--- src/design/awelp_pkg.sv ---
// Shared types and constants for the wheel encoder line parser.
// No dependencies; imported by awelp_field and ascii_wheel_encoder_line_parser.
`timescale 1ns / 1ps
`default_nettype none

package awelp_pkg;

	// ASCII codes
	localparam logic [7:0] CH_LF    = 8'h0A;
	localparam logic [7:0] CH_CR    = 8'h0D;
	localparam logic [7:0] CH_TAB   = 8'h09;
	localparam logic [7:0] CH_SPACE = 8'h20;
	localparam logic [7:0] CH_HASH  = 8'h23;
	localparam logic [7:0] CH_PLUS  = 8'h2B;
	localparam logic [7:0] CH_MINUS = 8'h2D;
	localparam logic [7:0] CH_ZERO  = 8'h30;
	localparam logic [7:0] CH_NINE  = 8'h39;
	localparam logic [7:0] CH_P     = 8'h50;
	localparam logic [7:0] CH_V     = 8'h56;

	// frame lengths
	localparam int LEN_VEL = 14;
	localparam int LEN_POS = 24;

	// field windows [lo, hi)
	localparam int F0_LO     = 3;
	localparam int F0_HI_VEL = 7;
	localparam int F1_LO_VEL = 8;
	localparam int F1_HI_VEL = 12;
	localparam int F0_HI_POS = 12;
	localparam int F1_LO_POS = 13;
	localparam int F1_HI_POS = 22;

	// positions inside the line flags
	localparam int FLG_HASH = 0;
	localparam int FLG_CR   = 1;
	localparam int FLG_V    = 2;
	localparam int FLG_P    = 3;

	localparam logic MODE_VEL = 1'b0;
	localparam logic MODE_POS = 1'b1;

	typedef enum logic [2:0] {
		ST_OK        = 3'd0,
		ST_NO_HASH   = 3'd1,
		ST_NO_CR     = 3'd2,
		ST_BAD_LEN   = 3'd3,
		ST_BAD_HDR   = 3'd4,
		ST_NO_DIGITS = 3'd5
	} status_t;

	typedef enum logic [1:0] {
		PH_BLANK  = 2'd0,
		PH_SIGN   = 2'd1,
		PH_DIGITS = 2'd2,
		PH_STOP   = 2'd3
	} phase_t;

	typedef struct packed {
		phase_t      phase;
		logic        neg;
		logic        ok;
		logic [31:0] value;
	} field_t;

endpackage

`default_nettype wire

--- src/design/awelp_field.sv ---
// Decimal field scanner: blanks, optional sign, digits up to the first non-digit.
// Depends on awelp_pkg (field_t, phase_t, ASCII constants).
`timescale 1ns / 1ps
`default_nettype none

module awelp_field import awelp_pkg::*; (
	input  wire logic       clk,
	input  wire logic       arst_n,
	input  wire logic       step,     // a byte is consumed this cycle
	input  wire logic       hit,      // byte lies inside this field's window
	input  wire logic       clear,    // line ends with this byte
	input  wire logic [7:0] rx_byte,
	output field_t          nxt       // state after this byte
);

	field_t      cur_q;
	logic        is_digit;
	logic        is_blank;
	logic [31:0] acc;

	assign is_digit = (rx_byte >= CH_ZERO) && (rx_byte <= CH_NINE);
	assign is_blank = (rx_byte == CH_SPACE) || ((rx_byte >= CH_TAB) && (rx_byte <= CH_CR));
	// value * 10 + digit, wrapping
	assign acc = {cur_q.value[28:0], 3'b000} + {cur_q.value[30:0], 1'b0}
		+ {28'd0, rx_byte[3:0]};

	always_comb begin
		nxt = cur_q;
		if (hit) begin
			unique case (cur_q.phase)
				PH_BLANK: begin
					if (is_blank) begin
						nxt.phase = PH_BLANK;
					end else if (rx_byte == CH_PLUS || rx_byte == CH_MINUS) begin
						nxt.neg   = (rx_byte == CH_MINUS);
						nxt.phase = PH_SIGN;
					end else if (is_digit) begin
						nxt.value = acc;
						nxt.ok    = 1'b1;
						nxt.phase = PH_DIGITS;
					end else begin
						nxt.phase = PH_STOP;
					end
				end
				PH_SIGN, PH_DIGITS: begin
					if (is_digit) begin
						nxt.value = acc;
						nxt.ok    = 1'b1;
						nxt.phase = PH_DIGITS;
					end else begin
						nxt.phase = PH_STOP;
					end
				end
				default: begin
					nxt.phase = PH_STOP;
				end
			endcase
		end
	end

	always_ff @(posedge clk or negedge arst_n) begin
		if (!arst_n) begin
			cur_q <= '0;
		end else if (step) begin
			if (clear) begin
				cur_q <= '0;
			end else begin
				cur_q <= nxt;
			end
		end
	end

endmodule

`default_nettype wire

--- src/design/ascii_wheel_encoder_line_parser.sv ---
// Top level of the wheel encoder line parser: byte framing, line checks, odometry.
// Depends on awelp_pkg and awelp_field.
//
//  channel  dir  width  contents
//  s_*      in   8      tdata[7:0] rx_byte
//  m_*      out  136    tdata[2:0] status, [34:3] odo_left, [66:35] odo_right,
//                       [98:67] velocity_left, [130:99] velocity_right, rest zero
//  cfg_*    in   1      cfg_data = log_mode (0 velocity, 1 position)
//
// One byte per cycle, sustained while no finished line is held up by back-pressure.
// Byte to result path: input register, line-end capture register, result register.
// A non-final byte never produces a result; the final byte of a line produces one.
// Back-pressure on m_* stalls the line-end stage and the byte stage only when a
// finished line needs to move forward. arst_n clears all line and odometry state
// and sets log_mode to 1.
`timescale 1ns / 1ps
`default_nettype none

module ascii_wheel_encoder_line_parser import awelp_pkg::*; #(
	parameter int MAX_LINE = 64
) (
	input  wire logic         clk,
	input  wire logic         arst_n,
	input  wire logic         s_tvalid,
	output logic              s_tready,
	input  wire logic [7:0]   s_tdata,   // [7:0] rx_byte
	output logic              m_tvalid,
	input  wire logic         m_tready,
	output logic [135:0]      m_tdata,   // [2:0] status, [34:3] odo_left,
	                                     // [66:35] odo_right, [98:67] velocity_left,
	                                     // [130:99] velocity_right
	input  wire logic         cfg_valid,
	output logic              cfg_ready,
	input  wire logic         cfg_data   // log_mode
);

	localparam int IDX_W = $clog2(MAX_LINE + 1);

	logic             mode_q;

	// byte stage
	logic             valid_s1;
	logic [7:0]       byte_s1;
	logic [IDX_W-1:0] idx_q;
	logic [3:0]       flags_q;
	logic [3:0]       flags_nxt;
	logic [IDX_W-1:0] len;
	logic             line_end;
	logic             hit0;
	logic             hit1;
	logic [IDX_W-1:0] f0_hi;
	logic [IDX_W-1:0] f1_lo;
	logic [IDX_W-1:0] f1_hi;
	field_t           fld_nxt [2];

	// line-end stage
	logic             valid_s2;
	logic [3:0]       flags_s2;
	logic             len14_s2;
	logic             len24_s2;
	field_t           fld_s2 [2];

	// odometry state and result register
	logic [31:0]      run_q  [2];
	logic [31:0]      vel_q  [2];
	logic [31:0]      prev_q [2];
	logic             out_valid_q;
	status_t          status_q;
	logic [31:0]      out_pos_q [2];
	logic [31:0]      out_vel_q [2];

	status_t          status;
	logic [31:0]      sval     [2];
	logic [31:0]      run_sum  [2];
	logic [31:0]      vel_diff [2];
	logic [31:0]      new_run  [2];
	logic [31:0]      new_vel  [2];
	logic [31:0]      new_prev [2];

	logic             out_free;
	logic             s2_adv;
	logic             s1_adv;

	// flow control
	assign out_free  = !out_valid_q || m_tready;
	assign s2_adv    = valid_s2 && out_free;
	assign s1_adv    = valid_s1 && (!line_end || !valid_s2 || s2_adv);
	assign s_tready  = !valid_s1 || s1_adv;
	assign cfg_ready = 1'b1;

	always_ff @(posedge clk or negedge arst_n) begin
		if (!arst_n) begin
			mode_q <= MODE_POS;
		end else if (cfg_valid) begin
			mode_q <= cfg_data;
		end
	end

	// input register
	always_ff @(posedge clk or negedge arst_n) begin
		if (!arst_n) begin
			valid_s1 <= 1'b0;
		end else if (s_tready) begin
			valid_s1 <= s_tvalid;
		end
	end

	always_ff @(posedge clk) begin
		if (s_tready && s_tvalid) begin
			byte_s1 <= s_tdata;
		end
	end

	// windows follow the mode at each byte's arrival
	assign f0_hi = (mode_q == MODE_POS) ? IDX_W'(F0_HI_POS) : IDX_W'(F0_HI_VEL);
	assign f1_lo = (mode_q == MODE_POS) ? IDX_W'(F1_LO_POS) : IDX_W'(F1_LO_VEL);
	assign f1_hi = (mode_q == MODE_POS) ? IDX_W'(F1_HI_POS) : IDX_W'(F1_HI_VEL);
	assign hit0  = (idx_q >= IDX_W'(F0_LO)) && (idx_q < f0_hi);
	assign hit1  = (idx_q >= f1_lo) && (idx_q < f1_hi);

	assign len      = idx_q + IDX_W'(1);
	assign line_end = (byte_s1 == CH_LF) || (len == IDX_W'(MAX_LINE));

	always_comb begin
		flags_nxt = flags_q;
		if (idx_q == '0 && byte_s1 == CH_HASH) begin
			flags_nxt[FLG_HASH] = 1'b1;
		end
		if (byte_s1 == CH_CR) begin
			flags_nxt[FLG_CR] = 1'b1;
		end
		if (idx_q == IDX_W'(1) && byte_s1 == CH_V) begin
			flags_nxt[FLG_V] = 1'b1;
		end
		if (idx_q == IDX_W'(1) && byte_s1 == CH_P) begin
			flags_nxt[FLG_P] = 1'b1;
		end
	end

	awelp_field u_field_left (
		.clk     (clk),
		.arst_n  (arst_n),
		.step    (s1_adv),
		.hit     (hit0),
		.clear   (line_end),
		.rx_byte (byte_s1),
		.nxt     (fld_nxt[0])
	);

	awelp_field u_field_right (
		.clk     (clk),
		.arst_n  (arst_n),
		.step    (s1_adv),
		.hit     (hit1),
		.clear   (line_end),
		.rx_byte (byte_s1),
		.nxt     (fld_nxt[1])
	);

	always_ff @(posedge clk or negedge arst_n) begin
		if (!arst_n) begin
			idx_q   <= '0;
			flags_q <= '0;
		end else if (s1_adv) begin
			if (line_end) begin
				idx_q   <= '0;
				flags_q <= '0;
			end else begin
				idx_q   <= len;
				flags_q <= flags_nxt;
			end
		end
	end

	// line-end capture
	always_ff @(posedge clk or negedge arst_n) begin
		if (!arst_n) begin
			valid_s2 <= 1'b0;
		end else if (s1_adv && line_end) begin
			valid_s2 <= 1'b1;
		end else if (s2_adv) begin
			valid_s2 <= 1'b0;
		end
	end

	always_ff @(posedge clk) begin
		if (s1_adv && line_end) begin
			flags_s2  <= flags_nxt;
			len14_s2  <= (len == IDX_W'(LEN_VEL));
			len24_s2  <= (len == IDX_W'(LEN_POS));
			fld_s2[0] <= fld_nxt[0];
			fld_s2[1] <= fld_nxt[1];
		end
	end

	// checks in priority order; the user must keep mode stable while a line is in flight (the block does not enforce it)
	always_comb begin
		if (!flags_s2[FLG_HASH]) begin
			status = ST_NO_HASH;
		end else if (!flags_s2[FLG_CR]) begin
			status = ST_NO_CR;
		end else if (!((mode_q == MODE_POS) ? len24_s2 : len14_s2)) begin
			status = ST_BAD_LEN;
		end else if (!((mode_q == MODE_POS) ? flags_s2[FLG_P] : flags_s2[FLG_V])) begin
			status = ST_BAD_HDR;
		end else if (!(fld_s2[0].ok && fld_s2[1].ok)) begin
			status = ST_NO_DIGITS;
		end else begin
			status = ST_OK;
		end
	end

	always_comb begin
		for (int k = 0; k < 2; k++) begin
			sval[k]     = fld_s2[k].neg ? (32'd0 - fld_s2[k].value) : fld_s2[k].value;
			// sign folded into one add/sub each
			run_sum[k]  = fld_s2[k].neg ? (run_q[k] - fld_s2[k].value)
			                            : (run_q[k] + fld_s2[k].value);
			vel_diff[k] = fld_s2[k].neg ? (32'd0 - fld_s2[k].value - prev_q[k])
			                            : (fld_s2[k].value - prev_q[k]);
			if (mode_q == MODE_POS) begin
				new_run[k]  = sval[k];
				new_vel[k]  = vel_diff[k];
				new_prev[k] = sval[k];
			end else begin
				new_run[k]  = run_sum[k];
				new_vel[k]  = sval[k];
				new_prev[k] = prev_q[k];
			end
		end
	end

	always_ff @(posedge clk or negedge arst_n) begin
		if (!arst_n) begin
			for (int k = 0; k < 2; k++) begin
				run_q[k]  <= '0;
				vel_q[k]  <= '0;
				prev_q[k] <= '0;
			end
		end else if (s2_adv && status == ST_OK) begin
			for (int k = 0; k < 2; k++) begin
				run_q[k]  <= new_run[k];
				vel_q[k]  <= new_vel[k];
				prev_q[k] <= new_prev[k];
			end
		end
	end

	// result register
	always_ff @(posedge clk or negedge arst_n) begin
		if (!arst_n) begin
			out_valid_q <= 1'b0;
		end else if (out_free) begin
			out_valid_q <= s2_adv;
		end
	end

	always_ff @(posedge clk) begin
		if (s2_adv) begin
			status_q <= status;
			for (int k = 0; k < 2; k++) begin
				out_pos_q[k] <= (status == ST_OK) ? new_run[k] : run_q[k];
				out_vel_q[k] <= (status == ST_OK) ? new_vel[k] : vel_q[k];
			end
		end
	end

	assign m_tvalid = out_valid_q;
	assign m_tdata  = {5'd0, out_vel_q[1], out_vel_q[0], out_pos_q[1], out_pos_q[0],
		status_q};

endmodule

`default_nettype wire
--- config.mk ---
export PLATFORM = sky130hd
export DESIGN_NAME = ascii_wheel_encoder_line_parser
export DESIGN_NICKNAME = d
export VERILOG_FILES = /design/src/design/awelp_pkg.sv /design/src/design/awelp_field.sv /design/src/design/ascii_wheel_encoder_line_parser.sv
export SDC_FILE = /design/constraint.sdc
export NUM_CORES = 2
export LEC_CHECK = 0
export ABC_AREA = 1
export BUFFER_PORTS_ARGS = -buffer_cell sky130_fd_sc_hd__buf_2
export CORE_AREA = 2 2 327 329
export DETAILED_ROUTE_END_ITERATION = 6
export DIE_AREA = 0 0 329 331
export SYNTH_ARGS = -nofsm -noshare
export SYNTH_HDL_FRONTEND = slang
export SYNTH_SLANG_ARGS = --single-unit
--- constraint.sdc ---
create_clock -name clk -period 5.4 [get_ports clk]
set_clock_uncertainty 0.1 [all_clocks]
set_input_delay 1.35 -clock clk [delete_from_list [all_inputs] [get_ports clk]]
set_output_delay 1.35 -clock clk [all_outputs]
set_load 0.02 [all_outputs]
# [Word-level counts from Yosys, hierarchy flattened]
# Memories as Yosys holds them, arrays and structs flattened.
# Cells that the tools add are included.
[op_classes] div=0 n_bitwise=0 addsub=15 reduce_logical=32 shift=0 eq_ne=16 n_lt_le_gt_ge=8 mux=57 mul=0
[ops] operator="32-bit two-way mux" n=14
[ops] operator="32-bit subtractor" n=6
[ops] operator="36-bit two-way mux" n=4
[ops] operator="33-bit two-way mux" n=4
[ops] operator="33-bit one-hot mux with 2 select lines" n=2
[ops] operator="32-bit adder" n=4
[ops] operator="34-bit two-way mux" n=2
[ops] operator="32-bit by 4-bit adder with 32-bit output" n=2
[ops] operator="1-bit by 32-bit subtractor with 32-bit output (first input constant)" n=2
[ops] operator="8-bit by 6-bit == test with 1-bit output (second input constant)" n=4
[ops] operator="3-bit two-way mux" n=6
[ops] operator="1-bit two-way mux" n=17
[ops] operator="8-bit by 4-bit == test with 1-bit output (second input constant)" n=2
[ops] operator="8-bit by 7-bit == test with 1-bit output (second input constant)" n=2
[ops] operator="1-bit logical AND" n=13
[ops] operator="8-bit by 4-bit greater-or-equal comparator with 1-bit output (second input constant)" n=1
[ops] operator="8-bit by 6-bit greater-or-equal comparator with 1-bit output (second input constant)" n=1
[ops] operator="8-bit by 4-bit less-or-equal comparator with 1-bit output (second input constant)" n=1
[ops] operator="8-bit by 6-bit less-or-equal comparator with 1-bit output (second input constant)" n=1
[ops] operator="4-bit two-way mux" n=2
[ops] operator="2-bit one-hot mux with 2 select lines" n=2
[ops] operator="7-bit by 1-bit adder with 7-bit output (second input constant)" n=1
[ops] operator="7-bit by 1-bit == test with 1-bit output (second input constant)" n=1
[ops] operator="7-bit by 4-bit == test with 1-bit output (second input constant)" n=1
[ops] operator="other kinds (19)" n=33
[word_totals] mem_bits_ro=0 in_bits=14 latchBits=0 ff_bits=296 wordCells=156 memories=3 out_inout_bits=139 ram_bits=200
[memory_table] name="fld_s2" words=2 width=36 rd=2 rd_clocked_by_memory_dff=0 write_ports=2 line_no="ascii_wheel_encoder_line_parser.sv:61" text="field_t fld_s2 [2];"
[memory_table] name="out_pos_q" words=2 width=32 rd=2 rd_clocked_by_memory_dff=0 write_ports=2 line_no="ascii_wheel_encoder_line_parser.sv:69" text="logic [31:0] out_pos_q [2];"
[memory_table] name="out_vel_q" words=2 width=32 rd=2 rd_clocked_by_memory_dff=0 write_ports=2 line_no="ascii_wheel_encoder_line_parser.sv:70" text="logic [31:0] out_vel_q [2];"

# [Depth between registers and ports, before layout]
[depth] ltp_word=10 mapped_depth=30 mapped_depth_nobuf=30

# [Hierarchy]
# From an unflattened synthesis, not the netlist that was laid out.
[unflattened] cells_unflattened=5512 area_unflattened_um2=38120.3
[modules_own_cells] module="ascii_wheel_encoder_line_parser" n_inst=1 area_each_um2=28213.3 cells_per_inst=3886 seq_area_each_um2=11577.4
[modules_own_cells] module="awelp_field" n_inst=2 area_each_um2=4953.5 cells_per_inst=813 seq_area_each_um2=900.9

# [Worst setup path before layout]
# OpenSTA, ideal clock, no wires.
[synth_path] path_kind="input to register" from="input m_tready" to="register prev_q[33] in the netlist's numbering" slack_ps=-41 cell_stages=9 t_arrival_ps=5214 setup_time_ps=127 path_buffers=2 required_ps=5173 cell_sequence="inv_1 -> nand2_1 -> nand2_1 -> inv_1 -> nand2_2 -> nor2_2 -> buf_2 -> buf_2 -> o21ai_0"
[synth_between] elab_chain_cells=4
[synth_lines] element="start, declared" line_no="ascii_wheel_encoder_line_parser.sv:28" text="input wire logic m_tready,"
[synth_lines] element="1-bit logical OR" line_no="ascii_wheel_encoder_line_parser.sv:85" text="assign out_free = !out_valid_q || m_tready;"
[synth_lines] element="1-bit logical AND" line_no="ascii_wheel_encoder_line_parser.sv:86" text="assign s2_adv = valid_s2 && out_free;"
[synth_lines] element="net s2_adv" line_no="ascii_wheel_encoder_line_parser.sv:81" text="logic s2_adv;"
[synth_lines] element="1-bit logical AND" line_no="ascii_wheel_encoder_line_parser.sv:240" text="end else if (s2_adv && status == ST_OK) begin"
[synth_lines] element="2-bit AND reduction (no line)"
[synth_lines] element="end signal, assigned by index" line_no="ascii_wheel_encoder_line_parser.sv:244" text="prev_q[k] <= new_prev[k];"
[synth_lines] element="end, declared" line_no="ascii_wheel_encoder_line_parser.sv:66" text="logic [31:0] prev_q [2];"
# The timed path passes the listed nets, and every way through them passes these cells.
# A chain may end at the register's enable or synchronous reset.

==> metrics.txt <==
Logic pwr share=0.271; first-pass GRT wire length=~190 mm; Slew headroom=0.180; routability cong.=0.974; Worst-Skew Late Latency=0.68 ns; final WL=122 mm; max-slew violations=0; P_sw=0.00423 W; initial core utilization=0.350; final count of hold timing violations=0; Worst R2R Start=fld_s2[0][36]$_DFFE_PP_; area grow syn2layout=11.8%; Post-Synthesis Cells=5295; Resized cells post-CTS=0; RSZ-0062 raised after global routing=no; switching share of power=0.357; area share of the largest cell type after synthesis=0.189; crit-path cells=inv_1 > ha_1 > nand2_1 > nor2_1 > nand3_1 > nor2_1 > nand3_1 > nor3_1 > nand2_1 > nand3_1 > nand2_1 > ha_1 > nand2_1 > nor2_1 > inv_1 > nor2_1 > nand4_1 > nand3_1 > nand2_1 > inv_1 > o21ai_0 > nand3_1 > o21ai_0; area of the core=between 0.1 and 0.15 mm²; largest net degree at the start of global routing=134; worst hold slack=around 0.38 ns; DR pass1 iterations=6; Die Width=329 µm; H-tree depth=2; Yosys reg bits=492; IO Pins=153; drt drc=0; Worst path max stage delay=0.43 ns; WP data required=5.71 ns; gr usage total=0.222; asr flop ratio synth=0.567; CTS Buf Count=58; Std-Cell Rows=119; Synth Area in Compound Gates=0.129; flop-to-flop setup slack=0.62 ns; antenna violations before repair=0; cell with the most instances after synthesis=nand2_1; most frequent cells after synthesis=1823 x nand2_1, 556 x o21ai_0, 549 x inv_1; Yosys warnings=0; Distinct cells, synth=50; EDFF count, synth=213; crit path kind=reg2reg; worst vdd ir=223 µV; Reg clk slew, reported paths=0.06 ns; slowest cell on the critical path=edfxtp_1; depth of the most critical reg-to-reg path=23; setup repair bufs after CTS=0; largest family of logic cells by synthesized area=simple AND/OR/NAND/NOR gates; DP Area=0.0391 mm²; CTS Hold Bufs=0; commonest register cell after synthesis=dfrtp_1; hold path cells=2; Vias=approximately 35k; Netlist Area Pre-Place=0.0367 mm²; vias in the first global route=32.6k; Power Density=about 290 mW/mm²; fin crit period=4.78 ns; syn_area_per_cell=6.94 µm²; die height=approximately 330 µm; xor and xnor fraction of the mapped netlist area=0.0289; Slew @ Worst Pin=around 1.2 ns; post-route ant nets=0; clk buf depth=3; Max Fclk=~210 MHz; total of max-cap violations=0; Setup crit start kind=flip-flop; final net count=5685; P_int=0.00761 W; P_leak=19.7 nW; final setup violation count=0; hold-critical path endpoint=u_field_right.cur_q[32]$_DFFE_PN0P_; final instance area=0.0411 mm²; Filler cells=11.2k; layout cells sized above 1=0.0643; Worst R2R End=out_vel_q[0][51]$_DFFE_PP_; vias per cell=5.08; Hold Crit Start=u_field_right.cur_q[32]$_DFFE_PN0P_; initial drt markers=2718; Flop pwr share=0.386; Clock Sinks=492; Area contributors post-synth=dfrtp_1 19%, nand2_1 19%, edfxtp_1 17%; Root Buffer=clkbuf_16; setup_tns=0 ns; post-synthesis adder-cell area fraction=0.0923; post-synthesis sequential area ratio=0.364; crit path DAT=5.09 ns; Max Fanout on Critical Path=6; cell taking the most area after synthesis=dfrtp_1; routed len/inst=17.8 µm; post-synthesis mux area share=0.000273; critical path capture point type=flip-flop; global route overflow=0; post-synthesis simple-gate area fraction=0.310; # port buffers=~150; Detailed Place HPWL=95.2 mm; Clock power frac=0.343; Die Area=0.109 mm²; CTS tree=yes; Final Cycle Share=0.886; hold crit path type=reg2reg; status=completed
==> power by group through the flow <==
stage	combinational (W)	sequential, W	clock (W)
floorplan	0.00233	0.00453	0
global placement	0.00315	0.00463	0
detailed placement	0.00318	0.00463	0
CTS	0.00319	0.00457	0.00416
global route	0.00367	0.00462	0.00430
finish	0.00321	0.00458	0.00405
==> critical path: cells and delay by family (launching register included) <==
family,cells,cell delay [ns]
and+or+nand+nor,16,2.88
adders and majority gates,2,0.63
DFF,1,0.43
buffers and inverters,3,0.29
AOI/OAI and AO/OA,2,0.17
==> flip-flops by register name (all words and copies together) (netlist names), 8 cells and up <==
| register | flops |
|---|---|
| fld_s2 | 68 |
| out_pos_q | 64 |
| out_vel_q | 64 |
| prev_q | 64 |
| run_q | 64 |
| vel_q | 64 |
| u_field_left.cur_q | 36 |
| u_field_right.cur_q | 36 |
| byte_s1 | 8 |
==> through the flow <==
step / power, W / setup slack, ns / util / instances
floorplan: 0.00686 / 0.771 / - / 5299
global placement: 0.00778 / 0.679 / 0.372 / 6736
detailed placement: 0.00781 / 0.688 / 0.372 / 6736
CTS: 0.0119 / 0.675 / 0.391 / 6846
global route: 0.0126 / 0.174 / 0.391 / 6846
finish: 0.0118 / 0.617 / 0.391 / 6847
==> worst max path at each step <==
stage | start | end | depth (start not counted)
finish | fld_s2[0][36]$_DFFE_PP_ | out_vel_q[0][51]$_DFFE_PP_ | 23
global route | fld_s2[0][0]$_DFFE_PP_ | out_vel_q[0][29]$_DFFE_PP_ | 21
CTS | fld_s2[0][36]$_DFFE_PP_ | out_vel_q[0][51]$_DFFE_PP_ | 23
detailed placement | fld_s2[0][36]$_DFFE_PP_ | out_vel_q[0][51]$_DFFE_PP_ | 23
global placement | fld_s2[0][36]$_DFFE_PP_ | out_vel_q[0][51]$_DFFE_PP_ | 23
floorplan | m_tready | vel_q[35]$_DFFE_PN0P_ | 9
==> cells by family after synthesis <==
group | after synthesis
multiplexers | 1
AO/OA/AOI/OAI | 903
buffers and inverters | 714
XOR/XNOR | 121
adder cells (fa/ha/maj) | 266
other | 2
AND/OR/NAND/NOR | 2796
flip-flops | 492
==> routing by layer <==
layer	vias to the layer above	GRT usage	part of all wire
met5	-	0	0
met4	0	0.0591	0.024
met3	130	0.0357	0.064
met2	903	0.333	0.42
met1	16200	0.330	0.49
li1	17600	-	-
==> cells in the final DEF, fill, tap and decap left out, drive strengths merged, types with 65 or more instances in the layout <==
cell type  count
edfxtp       213
dfrtp        278
o21ai        585
buf          206
nand2       1824
nand3        416
ha           258
nor2         407
a21oi        224
clkbuf        65
inv          558
==> cell type report <==
cell class | count | area, µm² | area share
Multi-Input combinational cell | 4093 | 20600 | 0.502
Sequential cell | 492 | 13400 | 0.326
Inverter | 554 | 2090 | 0.0509
Tap cell | 1391 | 1740 | 0.0424
Clock buffer | 65 | 1500 | 0.0365
Timing Repair Buffer | 206 | 1250 | 0.0305
Clock inverter | 45 | 465 | 0.0113
Antenna cell | 1 | 2.50 | 0.0000609
(Power assumes the default switching activity.)
